## config.mk

```make
export PLATFORM = sky130hd
export DESIGN_NAME = base64_stream_codec_unit
export DESIGN_NICKNAME = d
export VERILOG_FILES = /design/src/hw/rtl/b64sc_pkg.sv /design/src/hw/rtl/base64_stream_codec_unit.sv
export SDC_FILE = /design/constraint.sdc
export NUM_CORES = 1
export LEC_CHECK = 0
export ABC_AREA = 1
export BUFFER_PORTS_ARGS = -buffer_cell sky130_fd_sc_hd__buf_4
export CORE_UTILIZATION = 30
export DETAILED_ROUTE_END_ITERATION = 12
export HOLD_SLACK_MARGIN = 0.15
export PLACE_DENSITY_LB_ADDON = 0.08
export REMOVE_ABC_BUFFERS = 1
export SYNTH_ARGS = -nofsm -noshare
export SYNTH_HDL_FRONTEND = slang
export SYNTH_SLANG_ARGS = --single-unit
```

## constraint.sdc

```tcl
create_clock -name clk -period 3.9 [get_ports clk]
set_input_delay 0.585 -clock clk [delete_from_list [all_inputs] [get_ports clk]]
set_output_delay 0.585 -clock clk [all_outputs]
set_load 0.01 [all_outputs]
```

## src/hw/rtl/b64sc_pkg.sv

```systemverilog
// shared types, constants and character mapping functions for the base64 codec
`timescale 1ns / 1ps
`default_nettype none

package b64sc_pkg;

  // mode register codes
  typedef enum logic {
    MODE_ENC = 1'b0,
    MODE_DEC = 1'b1
  } mode_t;

  // register index of the mode register
  localparam logic REG_MODE = 1'b0;

  // ascii codes used by the alphabet
  localparam logic [7:0] CH_UPPER_A = 8'h41;
  localparam logic [7:0] CH_UPPER_Z = 8'h5A;
  localparam logic [7:0] CH_LOWER_A = 8'h61;
  localparam logic [7:0] CH_LOWER_Z = 8'h7A;
  localparam logic [7:0] CH_DIGIT_0 = 8'h30;
  localparam logic [7:0] CH_DIGIT_9 = 8'h39;
  localparam logic [7:0] CH_PLUS    = 8'h2B;
  localparam logic [7:0] CH_SLASH   = 8'h2F;
  localparam logic [7:0] CH_PAD     = 8'h3D;

  // sextet to alphabet character
  function automatic logic [7:0] enc_char(input logic [5:0] v);
    logic [7:0] v8;
    logic [7:0] c;
    v8 = {2'b00, v};
    case (v) inside
      [6'd0:6'd25]:  c = CH_UPPER_A + v8;
      [6'd26:6'd51]: c = CH_LOWER_A + v8 - 8'd26;
      [6'd52:6'd61]: c = CH_DIGIT_0 + v8 - 8'd52;
      6'd62:         c = CH_PLUS;
      default:       c = CH_SLASH;
    endcase
    return c;
  endfunction

  // alphabet character to sextet, anything else is zero
  function automatic logic [5:0] dec_sextet(input logic [7:0] c);
    logic [7:0] s;
    case (c) inside
      [CH_UPPER_A:CH_UPPER_Z]: s = c - CH_UPPER_A;
      [CH_LOWER_A:CH_LOWER_Z]: s = c - CH_LOWER_A + 8'd26;
      [CH_DIGIT_0:CH_DIGIT_9]: s = c - CH_DIGIT_0 + 8'd52;
      CH_PLUS:                 s = 8'd62;
      CH_SLASH:                s = 8'd63;
      default:                 s = 8'd0;
    endcase
    return s[5:0];
  endfunction

endpackage

`default_nettype wire

```

## src/hw/rtl/base64_stream_codec_unit.sv

```systemverilog
// streaming base64 encoder and decoder with apb mode register
// Usage:
//   Input channel (in_valid/in_stall, in_byte, in_last) takes one word
//   per cycle while in_stall is low: a raw byte when encoding, an ascii
//   character when decoding. in_last marks the final word of a message.
//   Result channel (out_valid/out_stall, out_byte, out_last, out_error)
//   gives encoded characters or decoded bytes, one word per unstalled cycle.
//   The mode register (address 0, bit 0) selects encode (0) or decode (1);
//   a write clears any partial group. Write it only while the block is idle.
// Timing:
//   Words that do not close a group are absorbed without a stall. A word
//   that closes a group loads a four-entry result buffer; its first result
//   is valid the next cycle and the buffer drains one result per cycle
//   while out_stall is low. Encoding is paced by the four characters per
//   group; decoding sustains one character per cycle when nothing stalls.
//   A group-closing word waits while the buffer still holds results that
//   will not all be taken by the end of the current cycle.
// Reset:
//   rst_n (synchronous, active low) selects encode mode, clears the partial
//   group and empties the result buffer. A stalled receiver holds out_byte
//   and the buffer, and only group-closing words back up into in_stall.
`timescale 1ns / 1ps
`default_nettype none

module base64_stream_codec_unit (
  input  wire logic        clk,
  input  wire logic        rst_n,
  // input words
  input  wire logic        in_valid,
  output logic             in_stall,
  input  wire logic [7:0]  in_byte,
  input  wire logic        in_last,
  // result words
  output logic             out_valid,
  input  wire logic        out_stall,
  output logic [7:0]       out_byte,
  output logic             out_last,
  output logic             out_error,
  // configuration
  input  wire logic        psel,
  input  wire logic        penable,
  input  wire logic        pwrite,
  input  wire logic [2:0]  paddr,
  input  wire logic [31:0] pwdata,
  output logic [31:0]      prdata,
  output logic             pready
);
  import b64sc_pkg::*;

  // registers
  mode_t       mode_r,     mode_nxt;
  logic [23:0] grp_bits_r, grp_bits_nxt;
  logic [1:0]  grp_cnt_r,  grp_cnt_nxt;
  logic [1:0]  pad_r,      pad_nxt;
  logic [31:0] obuf_r,     obuf_nxt;
  logic [2:0]  ocnt_r,     ocnt_nxt;
  logic        olast_r,    olast_nxt;
  logic        oerr_r,     oerr_nxt;

  // handshake terms
  logic cfg_wr;
  logic in_fire;
  logic pop;
  logic buf_free;
  logic closes;

  // group datapath
  logic [23:0] bits_new;
  logic [1:0]  pad_new;
  logic [5:0]  sx;
  logic        is_pad;
  logic [2:0]  nchars;
  logic [7:0]  res_byte [4];
  logic [2:0]  res_n;
  logic        res_err;

  // apb port
  assign pready = 1'b1;
  assign cfg_wr = psel && penable && pwrite && pready && (paddr[2] == REG_MODE);
  assign prdata = (paddr[2] == REG_MODE) ? {31'd0, mode_r} : 32'd0;

  // channel control
  assign out_valid = (ocnt_r != 3'd0);
  assign pop       = out_valid && !out_stall;
  assign buf_free  = (ocnt_r == 3'd0) || ((ocnt_r == 3'd1) && !out_stall);
  assign closes    = in_last || ((mode_r == MODE_ENC) ? (grp_cnt_r == 2'd2)
                                                      : (grp_cnt_r == 2'd3));
  assign in_stall  = closes && !buf_free;
  assign in_fire   = in_valid && !in_stall;

  // result outputs
  assign out_byte  = obuf_r[31:24];
  assign out_last  = olast_r && (ocnt_r == 3'd1);
  assign out_error = oerr_r;

  // group assembly and result formation
  always_comb begin
    sx      = dec_sextet(in_byte);
    is_pad  = (in_byte == CH_PAD);
    pad_new = pad_r;
    nchars  = {1'b0, grp_cnt_r} + 3'd2;
    res_err = 1'b0;
    res_n   = 3'd4;
    for (int k = 0; k < 4; k++) begin
      res_byte[k] = 8'd0;
    end
    if (mode_r == MODE_ENC) begin
      // byte goes into slot grp_cnt_r, first byte on top
      case (grp_cnt_r)
        2'd0:    bits_new = grp_bits_r | {in_byte, 16'd0};
        2'd1:    bits_new = grp_bits_r | {8'd0, in_byte, 8'd0};
        default: bits_new = grp_bits_r | {16'd0, in_byte};
      endcase
      for (int k = 0; k < 4; k++) begin
        res_byte[k] = (3'(k) < nchars) ? enc_char(bits_new[23 - 6 * k -: 6]) : CH_PAD;
      end
    end else begin
      // sextet goes into slot grp_cnt_r, pads noted in third and fourth place
      case (grp_cnt_r)
        2'd0:    bits_new = grp_bits_r | {sx, 18'd0};
        2'd1:    bits_new = grp_bits_r | {6'd0, sx, 12'd0};
        2'd2:    bits_new = grp_bits_r | {12'd0, sx, 6'd0};
        default: bits_new = grp_bits_r | {18'd0, sx};
      endcase
      pad_new = pad_r | {is_pad && (grp_cnt_r == 2'd2), is_pad && (grp_cnt_r == 2'd3)};
      if (grp_cnt_r != 2'd3) begin
        // short message: single error word
        res_n   = 3'd1;
        res_err = 1'b1;
      end else begin
        res_byte[0] = bits_new[23:16];
        res_byte[1] = bits_new[15:8];
        res_byte[2] = bits_new[7:0];
        res_n = in_last ? (3'd3 - {2'd0, pad_new[0]} - {2'd0, pad_new[1]}) : 3'd3;
      end
    end
  end

  // next state
  always_comb begin
    mode_nxt     = mode_r;
    grp_bits_nxt = grp_bits_r;
    grp_cnt_nxt  = grp_cnt_r;
    pad_nxt      = pad_r;
    obuf_nxt     = obuf_r;
    ocnt_nxt     = ocnt_r;
    olast_nxt    = olast_r;
    oerr_nxt     = oerr_r;
    if (cfg_wr) begin
      mode_nxt     = mode_t'(pwdata[0]);
      grp_bits_nxt = 24'd0;
      grp_cnt_nxt  = 2'd0;
      pad_nxt      = 2'd0;
    end else if (in_fire) begin
      if (closes) begin
        grp_bits_nxt = 24'd0;
        grp_cnt_nxt  = 2'd0;
        pad_nxt      = 2'd0;
      end else begin
        grp_bits_nxt = bits_new;
        grp_cnt_nxt  = grp_cnt_r + 2'd1;
        pad_nxt      = pad_new;
      end
    end
    // result buffer: load on group close, else shift out on pop
    if (in_fire && closes) begin
      obuf_nxt  = {res_byte[0], res_byte[1], res_byte[2], res_byte[3]};
      ocnt_nxt  = res_n;
      olast_nxt = in_last;
      oerr_nxt  = res_err;
    end else if (pop) begin
      obuf_nxt = {obuf_r[23:0], 8'd0};
      ocnt_nxt = ocnt_r - 3'd1;
    end
  end

  // control registers
  always_ff @(posedge clk) begin
    if (!rst_n) begin
      mode_r     <= MODE_ENC;
      grp_bits_r <= 24'd0;
      grp_cnt_r  <= 2'd0;
      pad_r      <= 2'd0;
      ocnt_r     <= 3'd0;
    end else begin
      mode_r     <= mode_nxt;
      grp_bits_r <= grp_bits_nxt;
      grp_cnt_r  <= grp_cnt_nxt;
      pad_r      <= pad_nxt;
      ocnt_r     <= ocnt_nxt;
    end
  end

  // payload registers
  always_ff @(posedge clk) begin
    obuf_r  <= obuf_nxt;
    olast_r <= olast_nxt;
    oerr_r  <= oerr_nxt;
  end

  // checks
  a_ocnt_bound: assert property (@(posedge clk) disable iff (!rst_n)
    ocnt_r <= 3'd4)
    else $error("result buffer count out of range");

  a_no_overwrite: assert property (@(posedge clk) disable iff (!rst_n)
    (in_fire && closes) |-> (ocnt_r == 3'd0 || (ocnt_r == 3'd1 && !out_stall)))
    else $error("group closed over undelivered results");

  a_error_single: assert property (@(posedge clk) disable iff (!rst_n)
    (out_valid && out_error) |-> (ocnt_r == 3'd1 && out_last && mode_r == MODE_DEC))
    else $error("error word not a lone final decode word");

  a_encode_four: assert property (@(posedge clk) disable iff (!rst_n)
    (in_fire && closes && mode_r == MODE_ENC) |=> (ocnt_r == 3'd4))
    else $error("encode group did not load four characters");

  a_pad_decode_only: assert property (@(posedge clk) disable iff (!rst_n)
    (mode_r == MODE_ENC) |-> (pad_r == 2'd0))
    else $error("pad flags set while encoding");

endmodule

`default_nettype wire

```

## Word-level counts from Yosys, hierarchy flattened

Index checks and enable logic that the tools add are counted.

- Add/sub/neg operators: 30
- Order comparisons: 34
- Bitwise logic cells: 10
- Muxes and demuxes: 46
- Reductions and logical operators: 38
- Equality and inequality tests: 12

Operators by type and width:

| operator | count |
|---|---|
| two-way mux 8 bit | 17 |
| two-way mux 24 bit | 5 |
| case mux 24 bit (3 select lines) | 1 |
| adder 7 x 6 -> 8 bit (first input constant) | 8 |
| two-way mux 32 bit | 2 |
| <= comparator 6 bit (second input constant) | 8 |
| OR 24 bit | 2 |
| case mux 24 bit (2 select lines) | 1 |
| subtractor 7 x 6 -> 8 bit (second input constant) | 4 |
| subtractor 8 x 5 -> 8 bit (second input constant) | 4 |
| two-way mux 6 bit | 5 |
| adder 6 x 6 -> 7 bit (first input constant) | 4 |
| two-way mux 3 bit | 9 |
| logical AND 1 bit | 26 |
| == test 6 bit (second input constant) | 4 |
| == test 8 x 6 -> 1 bit (second input constant) | 3 |
| >= comparator 6 x 1 -> 1 bit (second input constant) | 4 |
| >= comparator 6 x 5 -> 1 bit (second input constant) | 4 |
| >= comparator 6 bit (second input constant) | 4 |
| <= comparator 6 x 5 -> 1 bit (second input constant) | 4 |
| OR 24 x 12 -> 24 bit | 1 |
| OR 24 x 16 -> 24 bit | 1 |
| OR 24 x 18 -> 24 bit | 1 |
| OR 24 x 6 -> 24 bit | 1 |
| 32 further kinds | 47 |

- Word-level logic and storage cells: 178
- Flip-flop bits (word level): 66
- Input bits: 51

## Depth between registers and ports, before layout

- Depth after elaboration: 11
- Mapped depth: 22

## Worst setup path before layout

OpenSTA, ideal clock, no wires.

- Path type: register to register
- Start: register grp_cnt_r[1]
- End: register obuf_r[13], data pin
- Library setup time: 0.259 ns
- Stages on the path, launching flop included: 18
- Buffers on the path: 2
- Arrival time: 2.753 ns
- Data required time: 3.641 ns
- Path slack: 0.888 ns
- Cell sequence: dfxtp_1 > inv_1 > ha_1 > buf_6 > inv_4 > buf_6 > nand2_4 > o21bai_1 > inv_1 > ha_1 > o21ai_0 > nand3_1 > nand2_1 > inv_1 > a31oi_1 > nand3_1 > nand2_1 > nand3_1

- Longest elaborated chain between the ends: 11

Ends and longest elaborated chain:

| item | line | text |
|---|---|---|
| start, declared | base64_stream_codec_unit.sv:53 | `logic [1:0] grp_cnt_r, grp_cnt_nxt;` |
| start signal, assigned | base64_stream_codec_unit.sv:188 | `grp_cnt_r <= grp_cnt_nxt;` |
| == test 2 x 1 -> 1 bit or zero test 2 bit (tied branches) | base64_stream_codec_unit.sv:109, base64_stream_codec_unit.sv:119 |  |
| case mux 24 bit (2 select lines) | base64_stream_codec_unit.sv:109 | `case (grp_cnt_r)` |
| two-way mux 24 bit | base64_stream_codec_unit.sv:107 | `if (mode_r == MODE_ENC) begin` |
| adder 6 x 6 -> 7 bit, or another cell as far along | b64sc_pkg.sv:35 | `[6'd52:6'd61]: c = CH_DIGIT_0 + v8 - 8'd52;` |
| subtractor 7 x 6 -> 8 bit or logical AND 1 bit (tied branches) | b64sc_pkg.sv:35, base64_stream_codec_unit.sv:115 |  |
| two-way mux 8 bit (3 in a row) | b64sc_pkg.sv:32 | `case (v) inside` |
| two-way mux 8 bit | base64_stream_codec_unit.sv:115 | `res_byte[k] = (3'(k) < nchars) ? enc_char(bits_new[23 - 6 * k -: 6]) : CH_PAD;` |
| two-way mux 24 bit | base64_stream_codec_unit.sv:107 |  |
| two-way mux 32 bit (*) | base64_stream_codec_unit.sv:166 | `if (in_fire && closes) begin` |
| via obuf_nxt[13] | base64_stream_codec_unit.sv:55 | `logic [31:0] obuf_r, obuf_nxt;` |
| end signal, assigned | base64_stream_codec_unit.sv:196 | `obuf_r <= obuf_nxt;` |
| end, declared | base64_stream_codec_unit.sv:55 |  |

Mark *: on every way through the listed nets, which the timed path passes. The rest lies on a longest branch. The select of a mux whose other input is x is not followed.
A chain may end at the register's enable or synchronous reset.

## Worst setup path after layout

Same ends and word-level chain as after synthesis.

==> impl_metrics.tcl <==
set metrics [dict create \
    outcome "finished, violations left" \
    violations "design-rule violations" \
    routed_wirelength_mm 22.4 \
    period_share_pct 85.3 \
    synth_top_family_by_area "simple AND/OR/NAND/NOR gates" \
    pin_count 96 \
    synth_cells 1018 \
    vias_per_cell 4.89 \
    period_needed_ps 3330 \
    core_mm2 0.0220 \
    drc_errors 1 \
    start_util_pct 30.9 \
    synth-edff-count 34 \
    final-max-slew-violation-count 0 \
    tritoncts "done" \
    synth_cell_type_count 51 \
    chipWidth_um 153 \
    crit_path_start_kind "register" \
    place_area_mm2 0.00716 \
    end_kind "register" \
    rsz0062_at_grt "false" \
    synthAdderAreaFrac_pct 9.02 \
    grt_max_degree 31 \
    postLayoutCellArea_mm2 0.00744 \
    cts_hold_buf 0 \
    diodes 0 \
    crit_buf_inv 4 \
    maxCapViolCount 0 \
    finalSetupViolations 0 \
    synth-xor-area-share_pct 3.87 \
    synthTopCellsByArea "nand2_1, edfxtp_1, dfxtp_1, ha_1, nand3_1" \
    drtPass1Iterations 11 \
    hp-class "input pin to register" \
    tightest_slew_ps 860 \
    drtAntennaViolNets 0 \
    fmax_mhz 301 \
    cts_resized 0 \
    placementRows 54 \
    dr.first_iter.drc_count 353 \
    setup_slack_ps 572 \
    port_buffers 30 \
    nets 1138 \
    clkLatencyLatePin_ps 350 \
    r2r-start "grp_cnt_r[1]$_SDFFE_PP0P_" \
    drive_gt1_share_pct 12.2 \
    async_reset_ff_share_pct 0 \
    synth_ff_type "edfxtp_1" \
    crit_path_start "grp_cnt_r[1]$_SDFFE_PP0P_" \
    cts.htree.levels 3 \
    synth_compound_area_share_pct 17.7 \
    peakVddDrop_uv 173 \
    critPathMaxFanout 9 \
    numCtsBuffers 9 \
    grt_pass1_vias 6397 \
    crit_type "register to register" \
    syn_to_final_growth_pct 9.41 \
    synth_top_area_share_pct 16.6 \
    dp_hpwl_mm 16.9 \
    die_area_mm2 0.0233 \
    globalplace.congestion 0.837 \
    cts_sinks 66 \
    crit_family "compound AO/OA/AOI/OAI gates" \
    postLayoutCoreUtil_pct 33.8 \
    path_clk_slew_ps 60 \
    hold_violations 0 \
    wl_per_cell_um 16.9 \
    ys_seq_area_share_pct 24.4 \
    fin_setup_tns_ps 0 \
    vias 6468 \
    post_cts_buffers 0 \
    cts_root_buf "clkbuf_16" \
    critical_path_arrival_ps 3420 \
    clock_skew_ps 11.1 \
    synthMuxAreaShare_pct 0.166 \
    synth_simple_gate_area_share_pct 31.6 \
    worstHoldStart "in_last" \
    synth_seq_cells 66 \
    yosys_warnings 0 \
    fin_hold_ws_ps 457 \
    power_density_mw_per_mm2 373 \
    grtUsageTotal_pct 19.9 \
    yosysTopAreaCell "nand2_1" \
    cts_buffer_depth 2 \
    antenna_found_initial 0 \
    grt_pass1_wl_mm 35.6 \
    crit_required_ps 4000 \
    synthesis.area_mm2 0.00680 \
    slowest_delay_ps 400 \
    fp.dieH_um 153 \
    pre_cts_ws_ps 572 \
    maxSlewHeadroom_pct 42.6 \
    slowest_stage "a21oi_2" \
    cp_cell_sequence "inv_1 > ha_1 > buf_4 > a21oi_2 > ha_1 > inv_1 > o21ai_0 > nand3_1 > nand2_1 > inv_1 > a31oi_1 > nand3_1 > nand2_1 > nand3_1" \
    syn_avg_cell_area_um2 6.68 \
    p_leak_nw 3.32 \
    grt-ovfl-total 0 \
]
-- state kept, by name, indices dropped and copies added (netlist names) --
| register | count |
|---|---|
| grp_bits_r | 24 |
| ocnt_r | 3 |
| pad_r | 2 |
| obuf_r | 32 |
| olast_r | 1 |
| grp_cnt_r | 2 |
| out_error | 1 |
| mode_r | 1 |
-- worst register-to-register path: cells and delay by family (launching register included) --
kind	cells	cell delay, ps
adders and majority gates	2	500
AOI/OAI and AO/OA	3	920
buffers and inverters	4	550
and+or+nand+nor	5	740
DFF	1	370
-- cell type report --
| type | count | area, um^2 |
|---|---|---|
| Clock buffer | 10 | 239 |
| Tap cell | 280 | 350 |
| Fill cell | 2444 | 14600 |
| Multi-Input combinational cell | 801 | 4360 |
| Timing Repair Buffer | 47 | 353 |
| Sequential cell | 66 | 1660 |
| Inverter | 113 | 432 |
| Clock inverter | 6 | 41.3 |
-- placed cells by master, fill, tap and decap left out, types with 3 or more instances in the layout --
cell / instances
nand2_1: 301
nand3_1: 87
nand3b_1: 3
edfxtp_1: 34
o21bai_1: 9
a21oi_2: 11
o21ai_0: 56
xor2_1: 20
clkinvlp_4: 3
conb_1: 32
a22oi_1: 3
inv_4: 3
inv_1: 92
a211oi_1: 3
o21ai_1: 9
inv_2: 17
nand2_2: 10
a31oi_1: 4
nand4_1: 15
dfxtp_1: 32
buf_4: 47
clkbuf_16: 9
nor3_1: 3
o31ai_1: 3
a21oi_1: 79
ha_1: 49
o211ai_1: 6
xnor2_1: 10
nor2_8: 3
a21oi_4: 3
nor2_1: 59
-- cells in the mapped netlist, types with 4 or more instances --
cell      number
inv_2         17
inv_1         92
nand3_1       87
nand2_1      301
dfxtp_1       32
o211ai_1       6
nor2_1        59
buf_2         11
o21ai_0       56
clkbuf_1       7
o21ai_1        9
nand2_2       10
edfxtp_1      34
buf_4         44
xnor2_1       10
xor2_1        20
nand4_1       15
a21oi_1       79
ha_1          49
a31oi_1        4
a21oi_2       11
o21bai_1       9
-- worst paths after layout --
check | endpoint | slack [ps] | cells after the start
setup / recovery | obuf_r[13]$_DFFE_PP_ | 570 | 14
hold / removal | olast_r$_DFFE_PP_ | 460 | 1
hold reg to reg | grp_bits_r[14]$_SDFFE_PP0P_ | 470 | 2
setup reg to reg | obuf_r[13]$_DFFE_PP_ | 570 | 14
-- routing by layer --
metal  vias up  routed length (um)  GRT usage [%]
met5         -                   0              0
met4         0                 625           7.31
met3        34                 833           3.73
met2       147               10800           34.6
met1      2979               10200           24.4
li1       3308                   -              -
-- report_power, final --
part           internal (mW)  switching, mW
sequential             0.887         0.0461
combinational          0.341          0.713
clock                  0.447          0.338
-- metrics by stage --
stage | cells | power, mW
finish | 1323 | 2.77
CTS | 1323 | 2.80
detailed placement | 1307 | 2.01
global route | 1323 | 2.97
global placement | 1307 | 2.01
floorplan | 980 | 1.64
-- cell families (layout without fill, tap and decap cells) --
family                     Yosys count  count (layout)
muxes                                1               1
AOI/OAI and AO/OA                  197             197
adders and majority gates           49              49
and+or+nand+nor                    492             492
DFF                                 66              66
xor gates and xnor gates            30              30
buffers and inverters              181             176
other                                2              32
No activity file was read; power rests on OpenSTA's default activity.
